### src/rtl/core/marker_center_velocity_shaper_core_assert.svh
// ---------------------------------------------------------------------------
// marker center velocity shaper assertion macros
// Shared concurrent assertion forms, clocked and disabled under reset.
// ---------------------------------------------------------------------------
`ifndef MARKER_CENTER_VELOCITY_SHAPER_CORE_ASSERT_SVH
`define MARKER_CENTER_VELOCITY_SHAPER_CORE_ASSERT_SVH

// consequent must hold in the same cycle as the antecedent
`define MCVS_ASSERT_SAME(label, clk, rst, ante, cons, msg) \
  label: assert property (@(posedge clk) disable iff (rst) (ante) |-> (cons)) \
    else $error(msg);

// consequent must hold in the cycle after the antecedent
`define MCVS_ASSERT_NEXT(label, clk, rst, ante, cons, msg) \
  label: assert property (@(posedge clk) disable iff (rst) (ante) |=> (cons)) \
    else $error(msg);

`endif

### src/rtl/core/mcvs_pkg.sv
// ---------------------------------------------------------------------------
// mcvs_pkg
// Shared widths, register indexes and lane interface types.
// ---------------------------------------------------------------------------
`default_nettype none

package mcvs_pkg;

  // register indexes of the configuration port
  localparam logic [2:0] REG_DEADBAND = 3'd0;
  localparam logic [2:0] REG_GAIN_X   = 3'd1;
  localparam logic [2:0] REG_GAIN_Y   = 3'd2;
  localparam logic [2:0] REG_SPEED    = 3'd3;
  localparam logic [2:0] REG_FLIP_LAT = 3'd4;
  localparam logic [2:0] REG_FLIP_FWD = 3'd5;
  localparam logic [2:0] REG_WEIGHT   = 3'd6;
  localparam logic [2:0] REG_SLEW     = 3'd7;

  // input operation codes
  localparam logic OP_STEP  = 1'b0;
  localparam logic OP_CLEAR = 1'b1;

  // smoothing weight floor, 0.05 in Q0.16
  localparam logic [16:0] WEIGHT_MIN = 17'd3277;

  // per-lane configuration view
  typedef struct packed {
    logic [15:0]        deadband;
    logic signed [15:0] gain;
    logic [14:0]        speed_limit;
    logic               flip;
    logic [15:0]        weight;
    logic               weight_one;
    logic [14:0]        slew;
  } lane_cfg_t;

  // step enables from the sequencer to the lanes
  typedef struct packed {
    logic load;
    logic mul;
    logic tgt;
    logic ema;
    logic fin;
    logic clear;
  } lane_ctrl_t;

endpackage

`default_nettype wire

### src/rtl/core/mcvs_lane.sv
// ---------------------------------------------------------------------------
// mcvs_lane
// One axis: deadband, gain, clamp, flip, EMA smoothing and slew limit.
// ---------------------------------------------------------------------------
`default_nettype none

module mcvs_lane (
  input  wire                       clk,
  input  wire                       rst,
  input  mcvs_pkg::lane_ctrl_t      ctrl,
  input  mcvs_pkg::lane_cfg_t       cfg,
  input  wire                       seen,
  input  wire logic signed [15:0]   error,
  output logic signed [15:0]        held,
  output logic signed [15:0]        held_next
);
  import mcvs_pkg::*;

  logic signed [15:0] err_q;
  logic signed [31:0] prod_q;
  logic signed [15:0] tgt_q;
  logic signed [33:0] ema_q;

  logic signed [16:0] err_ext;
  logic [16:0]        err_mag;
  logic               in_dead;
  logic signed [32:0] rnd_sum;
  logic signed [21:0] tgt_full;
  logic signed [21:0] lim;
  logic signed [21:0] tgt_clamp;
  logic signed [15:0] tgt_flip;
  logic signed [16:0] delta;
  logic signed [17:0] weight_s;
  logic signed [33:0] ema_sum;
  logic signed [17:0] step;
  logic signed [17:0] slew_s;
  logic signed [17:0] step_lim;
  logic signed [17:0] held_sum;

  // deadband on the error magnitude
  always_comb begin
    err_ext = {error[15], error};
    err_mag = err_ext[16] ? 17'(-err_ext) : 17'(err_ext);
    in_dead = err_mag < {1'b0, cfg.deadband};
  end

  // gain product rounded half up to Q4.12, clamped and optionally negated
  always_comb begin
    rnd_sum  = {prod_q[31], prod_q} + 33'sd1024;
    tgt_full = rnd_sum[32:11];
    lim      = $signed({7'b0, cfg.speed_limit});
    if (tgt_full > lim) begin
      tgt_clamp = lim;
    end else if (tgt_full < -lim) begin
      tgt_clamp = -lim;
    end else begin
      tgt_clamp = tgt_full;
    end
    tgt_flip = cfg.flip ? -tgt_clamp[15:0] : tgt_clamp[15:0];
  end

  // EMA step toward the target, then slew limit against the held value
  always_comb begin
    delta    = {tgt_q[15], tgt_q} - {held[15], held};
    weight_s = $signed({2'b0, cfg.weight});
    ema_sum  = ema_q + 34'sd32768;
    step     = cfg.weight_one ? {delta[16], delta} : ema_sum[33:16];
    slew_s   = $signed({3'b0, cfg.slew});
    step_lim = step;
    if (cfg.slew != '0) begin
      if (step > slew_s) begin
        step_lim = slew_s;
      end else if (step < -slew_s) begin
        step_lim = -slew_s;
      end
    end
    held_sum  = {{2{held[15]}}, held} + step_lim;
    held_next = held_sum[15:0];
  end

  // datapath registers
  always_ff @(posedge clk) begin
    if (ctrl.load) begin
      err_q <= (seen && !in_dead) ? error : '0;
    end
    if (ctrl.mul) begin
      prod_q <= err_q * cfg.gain;
    end
    if (ctrl.tgt) begin
      tgt_q <= tgt_flip;
    end
    if (ctrl.ema) begin
      ema_q <= delta * weight_s;
    end
  end

  // held output
  always_ff @(posedge clk) begin
    if (rst) begin
      held <= '0;
    end else if (ctrl.fin) begin
      held <= ctrl.clear ? '0 : held_sum[15:0];
    end
  end

endmodule

`default_nettype wire

### src/rtl/core/mcvs_merge.sv
// ---------------------------------------------------------------------------
// mcvs_merge
// Joins the two lane results into one output transfer with its own register.
// ---------------------------------------------------------------------------
`default_nettype none

module mcvs_merge (
  input  wire                      clk,
  input  wire                      rst,
  input  wire                      load,
  input  wire                      zero,
  input  wire logic signed [15:0]  fwd_held,
  input  wire logic signed [15:0]  lat_held,
  output logic                     free,
  output logic                     out_valid,
  input  wire                      out_ready,
  output logic signed [15:0]       forward_velocity,
  output logic signed [15:0]       lateral_velocity
);
  import mcvs_pkg::*;

  // output register can take a new result
  assign free = !out_valid || out_ready;

  // valid flag
  always_ff @(posedge clk) begin
    if (rst) begin
      out_valid <= 1'b0;
    end else if (load) begin
      out_valid <= 1'b1;
    end else if (out_ready) begin
      out_valid <= 1'b0;
    end
  end

  // result payload, no command while the marker is lost or on clear
  always_ff @(posedge clk) begin
    if (load) begin
      forward_velocity <= zero ? '0 : fwd_held;
      lateral_velocity <= zero ? '0 : lat_held;
    end
  end

endmodule

`default_nettype wire

### src/rtl/core/marker_center_velocity_shaper_core.sv
// ---------------------------------------------------------------------------
// marker_center_velocity_shaper_core
// Marker error to forward and lateral velocity commands, two axis lanes.
// ---------------------------------------------------------------------------
//  channel  direction  handshake            payload
//  in       input      in_valid / in_ready  operation, marker_seen, error_x, error_y
//  out      output     out_valid/out_ready  forward_velocity, lateral_velocity
//  cfg      input      cfg_write            cfg_index, cfg_data
//
//  After its input transfer an item passes the sequencer states multiply, target,
//  EMA product and final update, stepped through both lanes together, and the
//  result is then loaded into the output register; in_ready returns once the
//  sequencer is back in idle, so one item is in flight at a time.
//  Synchronous reset clears held outputs, sequencer and out_valid, presets config.
//  A stalled output holds the final step until the output register frees.
// ---------------------------------------------------------------------------
`default_nettype none

module marker_center_velocity_shaper_core (
  input  wire                      clk,
  input  wire                      rst,
  input  wire                      in_valid,
  output logic                     in_ready,
  input  wire                      operation,
  input  wire                      marker_seen,
  input  wire logic signed [15:0]  error_x,
  input  wire logic signed [15:0]  error_y,
  output logic                     out_valid,
  input  wire                      out_ready,
  output logic signed [15:0]       forward_velocity,
  output logic signed [15:0]       lateral_velocity,
  input  wire                      cfg_write,
  input  wire logic [2:0]          cfg_index,
  input  wire logic [16:0]         cfg_data
);
  import mcvs_pkg::*;

`include "marker_center_velocity_shaper_core_assert.svh"

  localparam logic [2:0] ST_IDLE = 3'd0;
  localparam logic [2:0] ST_MUL  = 3'd1;
  localparam logic [2:0] ST_TGT  = 3'd2;
  localparam logic [2:0] ST_EMA  = 3'd3;
  localparam logic [2:0] ST_FIN  = 3'd4;

  logic [2:0]         state;
  logic [2:0]         state_next;
  logic               op_clear;
  logic               seen_q;
  logic               accept;
  logic               merge_free;
  logic               fin_go;

  logic [15:0]        error_deadband;
  logic signed [15:0] gain_x;
  logic signed [15:0] gain_y;
  logic [14:0]        speed_limit;
  logic               flip_lateral;
  logic               flip_forward;
  logic [16:0]        smoothing_weight;
  logic [14:0]        slew_limit;

  lane_cfg_t          cfg_lat;
  lane_cfg_t          cfg_fwd;
  lane_ctrl_t         ctrl;
  logic [15:0]        weight_use;
  logic signed [15:0] held_fwd;
  logic signed [15:0] held_lat;
  logic signed [15:0] fwd_next;
  logic signed [15:0] lat_next;

  // configuration registers
  always_ff @(posedge clk) begin
    if (rst) begin
      error_deadband   <= 16'd0;
      gain_x           <= 16'sd256;
      gain_y           <= 16'sd256;
      speed_limit      <= 15'd4096;
      flip_lateral     <= 1'b0;
      flip_forward     <= 1'b0;
      smoothing_weight <= 17'd65536;
      slew_limit       <= 15'd0;
    end else if (cfg_write) begin
      unique case (cfg_index)
        REG_DEADBAND: error_deadband   <= cfg_data[15:0];
        REG_GAIN_X:   gain_x           <= $signed(cfg_data[15:0]);
        REG_GAIN_Y:   gain_y           <= $signed(cfg_data[15:0]);
        REG_SPEED:    speed_limit      <= cfg_data[14:0];
        REG_FLIP_LAT: flip_lateral     <= cfg_data[0];
        REG_FLIP_FWD: flip_forward     <= cfg_data[0];
        REG_WEIGHT:   smoothing_weight <= cfg_data;
        REG_SLEW:     slew_limit       <= cfg_data[14:0];
        default: ;
      endcase
    end
  end

  // weight clamped to 0.05..1.0, full weight passes the target through
  assign weight_use = (smoothing_weight < WEIGHT_MIN) ? WEIGHT_MIN[15:0]
                                                      : smoothing_weight[15:0];

  always_comb begin
    cfg_lat = '{deadband: error_deadband, gain: gain_x, speed_limit: speed_limit,
                flip: flip_lateral, weight: weight_use,
                weight_one: smoothing_weight[16], slew: slew_limit};
    cfg_fwd = '{deadband: error_deadband, gain: gain_y, speed_limit: speed_limit,
                flip: flip_forward, weight: weight_use,
                weight_one: smoothing_weight[16], slew: slew_limit};
  end

  // sequencer
  assign in_ready = (state == ST_IDLE);
  assign accept   = in_valid && in_ready;
  assign fin_go   = (state == ST_FIN) && merge_free;

  always_comb begin
    state_next = state;
    unique case (state)
      ST_IDLE: if (accept) state_next = ST_MUL;
      ST_MUL:  state_next = ST_TGT;
      ST_TGT:  state_next = ST_EMA;
      ST_EMA:  state_next = ST_FIN;
      ST_FIN:  if (merge_free) state_next = ST_IDLE;
      default: state_next = ST_IDLE;
    endcase
  end

  always_ff @(posedge clk) begin
    if (rst) begin
      state <= ST_IDLE;
    end else begin
      state <= state_next;
    end
  end

  // item flags captured on input transfer
  always_ff @(posedge clk) begin
    if (accept) begin
      op_clear <= (operation == OP_CLEAR);
      seen_q   <= marker_seen;
    end
  end

  // lane step enables
  always_comb begin
    ctrl.load  = accept;
    ctrl.mul   = (state == ST_MUL);
    ctrl.tgt   = (state == ST_TGT);
    ctrl.ema   = (state == ST_EMA);
    ctrl.fin   = fin_go;
    ctrl.clear = op_clear;
  end

  mcvs_lane u_lane_lat (
    .clk       (clk),
    .rst       (rst),
    .ctrl      (ctrl),
    .cfg       (cfg_lat),
    .seen      (marker_seen),
    .error     (error_x),
    .held      (held_lat),
    .held_next (lat_next)
  );

  mcvs_lane u_lane_fwd (
    .clk       (clk),
    .rst       (rst),
    .ctrl      (ctrl),
    .cfg       (cfg_fwd),
    .seen      (marker_seen),
    .error     (error_y),
    .held      (held_fwd),
    .held_next (fwd_next)
  );

  // the result carries the updated held values
  mcvs_merge u_merge (
    .clk              (clk),
    .rst              (rst),
    .load             (fin_go),
    .zero             (op_clear || !seen_q),
    .fwd_held         (fwd_next),
    .lat_held         (lat_next),
    .free             (merge_free),
    .out_valid        (out_valid),
    .out_ready        (out_ready),
    .forward_velocity (forward_velocity),
    .lateral_velocity (lateral_velocity)
  );

  // checks
  `MCVS_ASSERT_NEXT(a_accept_starts, clk, rst, accept, state == ST_MUL, "accept did not start lanes")
  `MCVS_ASSERT_NEXT(a_fin_gives_out, clk, rst, fin_go, out_valid, "final step lost result")
  `MCVS_ASSERT_NEXT(a_clear_zeroes, clk, rst, fin_go && op_clear, held_fwd == 16'sd0 && held_lat == 16'sd0, "clear left held outputs")

endmodule

`default_nettype wire
### config.mk
export PLATFORM = sky130hd
export DESIGN_NAME = marker_center_velocity_shaper_core
export DESIGN_NICKNAME = d
export VERILOG_FILES = /design/src/rtl/core/mcvs_pkg.sv /design/src/rtl/core/mcvs_lane.sv /design/src/rtl/core/mcvs_merge.sv /design/src/rtl/core/marker_center_velocity_shaper_core.sv
export VERILOG_INCLUDE_DIRS = /design/src /design/src/rtl/core
export SDC_FILE = /design/constraint.sdc
export NUM_CORES = 2
export LEC_CHECK = 0
export BUFFER_PORTS_ARGS = -buffer_cell sky130_fd_sc_hd__buf_2
export CAP_MARGIN = 20
export CORE_MARGIN = 5
export CORE_UTILIZATION = 53
export CTS_BUF_LIST = sky130_fd_sc_hd__clkbuf_8
export CTS_CLUSTER_DIAMETER = 60
export DETAILED_ROUTE_END_ITERATION = 8
export GPL_ROUTABILITY_DRIVEN = 0
export PLACE_DENSITY = 0.73
export SYNTH_ARGS = -nofsm -noshare
export SYNTH_HDL_FRONTEND = slang
export SYNTH_SLANG_ARGS = --single-unit
### constraint.sdc
create_clock -name clk -period 9.4 [get_ports clk]
set_input_delay 0.94 -clock clk [delete_from_list [all_inputs] [get_ports clk]]
set_output_delay 0.94 -clock clk [all_outputs]
set_load 0.005 [all_outputs]
==> impl_metrics.json <==
{
  "die-area_um2": 124000,
  "fp-row-count": 125,
  "overflow": 0,
  "post_drt_wl_per_cell_um": 19.5,
  "syn_area_um2": 61900,
  "cp-end-kind": "flop",
  "hold_violations": 0,
  "vdd_drop_max_v": 0.000128,
  "rsz0062_at_grt": "false",
  "crit_buf_inv": 4,
  "core_area_um2": 116000,
  "cp_max_fo": 12,
  "fin_crit_sh_pct": 94.5,
  "htreeDepth": 2,
  "clockBufferDepth": 3,
  "critPathTopFamily": "adder cells",
  "power.share.switching_pct": 45.3,
  "dp_hpwl_um": 134000,
  "totalWireLength_um": 167000,
  "final.min_clock_period_ns": 8.88,
  "seq_area_um2": 8070,
  "cts_made_buffers": 56,
  "cellLeakagePower_uw": 0.0310,
  "p_int_uw": 3840,
  "synth_edf_count": 180,
  "finClkSkew_ns": 0.0540,
  "place_area_um2": 64000,
  "synth_cells": 7004,
  "synth_fp_nets": 8709,
  "nets": 8674,
  "layout_common_cells": "inv_1 (1,384), fa_1 (1,080), nand2_1 (950)",
  "areaGrowthSynthToFinish_pct": 5.42,
  "portBuffers": 92,
  "async_reset_ff_share_pct": 0,
  "drv_cap": 0,
  "fp.dieH_um": 352,
  "drcViolationCount": 0,
  "synth_flop_cell": "edfxtp_1",
  "multiInputGateArea_um2": 47800,
  "arrival_ns": 9.27,
  "initial_utilization_pct": 53.4,
  "finalPower_uw": 7020,
  "path_class": "reg2reg",
  "grt_usage_pct": 27.5,
  "design_area_um2": 65300,
  "grt_antenna_before_repair": 4,
  "antenna_left": 0,
  "grt_pass1_vias": 50535,
  "cts.sinks": 313,
  "fmax_ghz": 0.113,
  "hp-class": "in2reg",
  "die_w_um": 352,
  "place_ws_ns": 0.431,
  "cts_tree": "built",
  "clk_latency_ns": 0.69,
  "vias": 48628,
  "slew_headroom_pct": 20.7,
  "p_seq_share_pct": 25.6,
  "grt_pass1_wl_um": 270000,
  "ioPinCount": 93,
  "tns_ns": 0,
  "status": "completed",
  "setup_viol": 0,
  "p_per_area_nw_per_um2": 108,
  "drtPass1Iterations": 6,
  "ys_types": 102,
  "drt_iter0_markers": 3640,
  "critPathSlowestCell": "fa_1",
  "path_clk_slew_ns": 0.06,
  "avgSynthCellArea_um2": 8.84,
  "root_buffer": "clkbuf_8",
  "fillCellCount": 10240,
  "drv_slew": 0,
  "drive_gt1_share_pct": 4.97,
  "tightest_slew_ns": 1.18,
  "cpPeakStageDelay_ns": 0.51,
  "crit_required_ns": 9.79,
  "final_common_cell": "inv_1",
  "p_comb_share_pct": 54.3,
  "p_sw_uw": 3180,
  "grt_max_degree": 88,
  "drt-vias-per-instance": 5.69,
  "startpoint_type": "flop",
  "synth_warnings": 0,
  "pwr-share-clk_pct": 20.2,
  "ys_ff_latch": 313,
  "ys_seq_area_share_pct": 13.0,
  "worst_slack_ns": 0.521,
  "cpMostUsedCell": "fa_1"
}
[path summary, 6_finish.rpt]
kind | endpoint | slack [ns] | start | depth (start not counted)
min | op_clear$_DFFE_PP_ | 0.42 | operation | 1
min reg2reg | error_deadband[15]$_SDFFE_PP0P_ | 0.46 | error_deadband[15]$_SDFFE_PP0P_ | 2
max | u_lane_fwd.ema_q[32]$_DFFE_PP_ | 0.52 | u_lane_fwd.held[0]$_SDFFE_PP0P_ | 31
max reg2reg | u_lane_fwd.ema_q[32]$_DFFE_PP_ | 0.52 | u_lane_fwd.held[0]$_SDFFE_PP0P_ | 31
[power groups by stage]
| stage | logic, uW | clock network, uW | registers [uW] |
|---|---|---|---|
| after floorplan | 2710 | 0 | 1710 |
| after global placement | 3640 | 0 | 1810 |
| after detailed placement | 3750 | 0 | 1820 |
| after CTS | 3770 | 1440 | 1790 |
| after global routing | 4240 | 1500 | 1800 |
| final | 3810 | 1410 | 1790 |
[Yosys cell counts, drive strengths merged, types with 20 or more instances]
master | instances | area (um2)
a211oi | 20 | 150
a21o | 69 | 518
a21oi | 270 | 1360
a22oi | 21 | 158
and2 | 302 | 1890
and3 | 31 | 194
clkbuf | 258 | 968
dfxtp | 133 | 2660
edfxtp | 180 | 5410
fa | 1080 | 21600
ha | 566 | 7080
inv | 1372 | 5150
mux2i | 32 | 320
nand2 | 951 | 3570
nand2b | 81 | 507
nand3 | 132 | 673
nand4 | 49 | 328
nor2 | 337 | 1260
nor2b | 107 | 669
nor3 | 96 | 490
nor4 | 25 | 169
o211ai | 38 | 290
o21a | 40 | 300
o21ai | 205 | 1030
o31ai | 21 | 163
or3 | 27 | 169
xnor2 | 219 | 1920
xor2 | 80 | 701
[per-stage QoR]
stage | hold slack [ns] | instances | utilization [%]
CTS | 0.369 | 8535 | 56.2
floorplan | 0.436 | 7004 | -
global route | 0.383 | 8542 | 56.2
finish | 0.424 | 8546 | 56.3
global placement | 0.441 | 8428 | 55.1
detailed placement | 0.447 | 8429 | 55.1
[flip-flops by register name, indices dropped and copies added, names as in the netlist, 3 cells and up]
register / cells
error_deadband: 16
gain_x: 16
gain_y: 16
slew_limit: 15
smoothing_weight: 17
speed_limit: 15
state: 3
u_lane_fwd.ema_q: 19
u_lane_fwd.err_q: 16
u_lane_fwd.held: 16
u_lane_fwd.prod_q: 22
u_lane_fwd.tgt_q: 16
u_lane_lat.ema_q: 19
u_lane_lat.err_q: 16
u_lane_lat.held: 16
u_lane_lat.prod_q: 22
u_lane_lat.tgt_q: 16
u_merge.forward_velocity: 16
u_merge.lateral_velocity: 16
[timing repair]
action                                  4_1_cts  5_1_grt
hold endpoints to repair                      0        0
buffers inserted                              0        0
endpoints found under the setup margin        0        7
hold buffers                                  0        0
gates resized for setup                       0        4
[routing by layer]
layer | vias to the layer above | wire length, um | GRT usage [%]
met1 | 24072 | 64600 | 35.1
met4 | 4 | 9830 | 13.4
met5 | - | 27 | 0
met2 | 2091 | 78800 | 45.7
li1 | 21924 | - | -
met3 | 537 | 13800 | 4.60
[kinds of logic after synthesis]
logic type                 after synthesis  share of synthesized area [%]
buffers and inverters                 1647                           9.99
DFF                                    313                           13.0
AOI/OAI and AO/OA                      830                           8.46
xor gates and xnor gates               301                           4.30
and+or+nand+nor                       2221                           17.1
muxes                                   46                          0.772
adders and majority gates             1646                           46.3
[area by class of cell]
cell class / instances / area share, %
tap: 1524 / 2.92
multi-input combinational: 5044 / 73.2
timing repair buffer: 180 / 1.77
antenna: 5 / 0.0192
clock inverter: 43 / 0.556
clock buffer: 63 / 1.33
sequential: 313 / 12.4
inverter: 1374 / 7.90
Note: power is estimated with default switching activity, not from simulation.
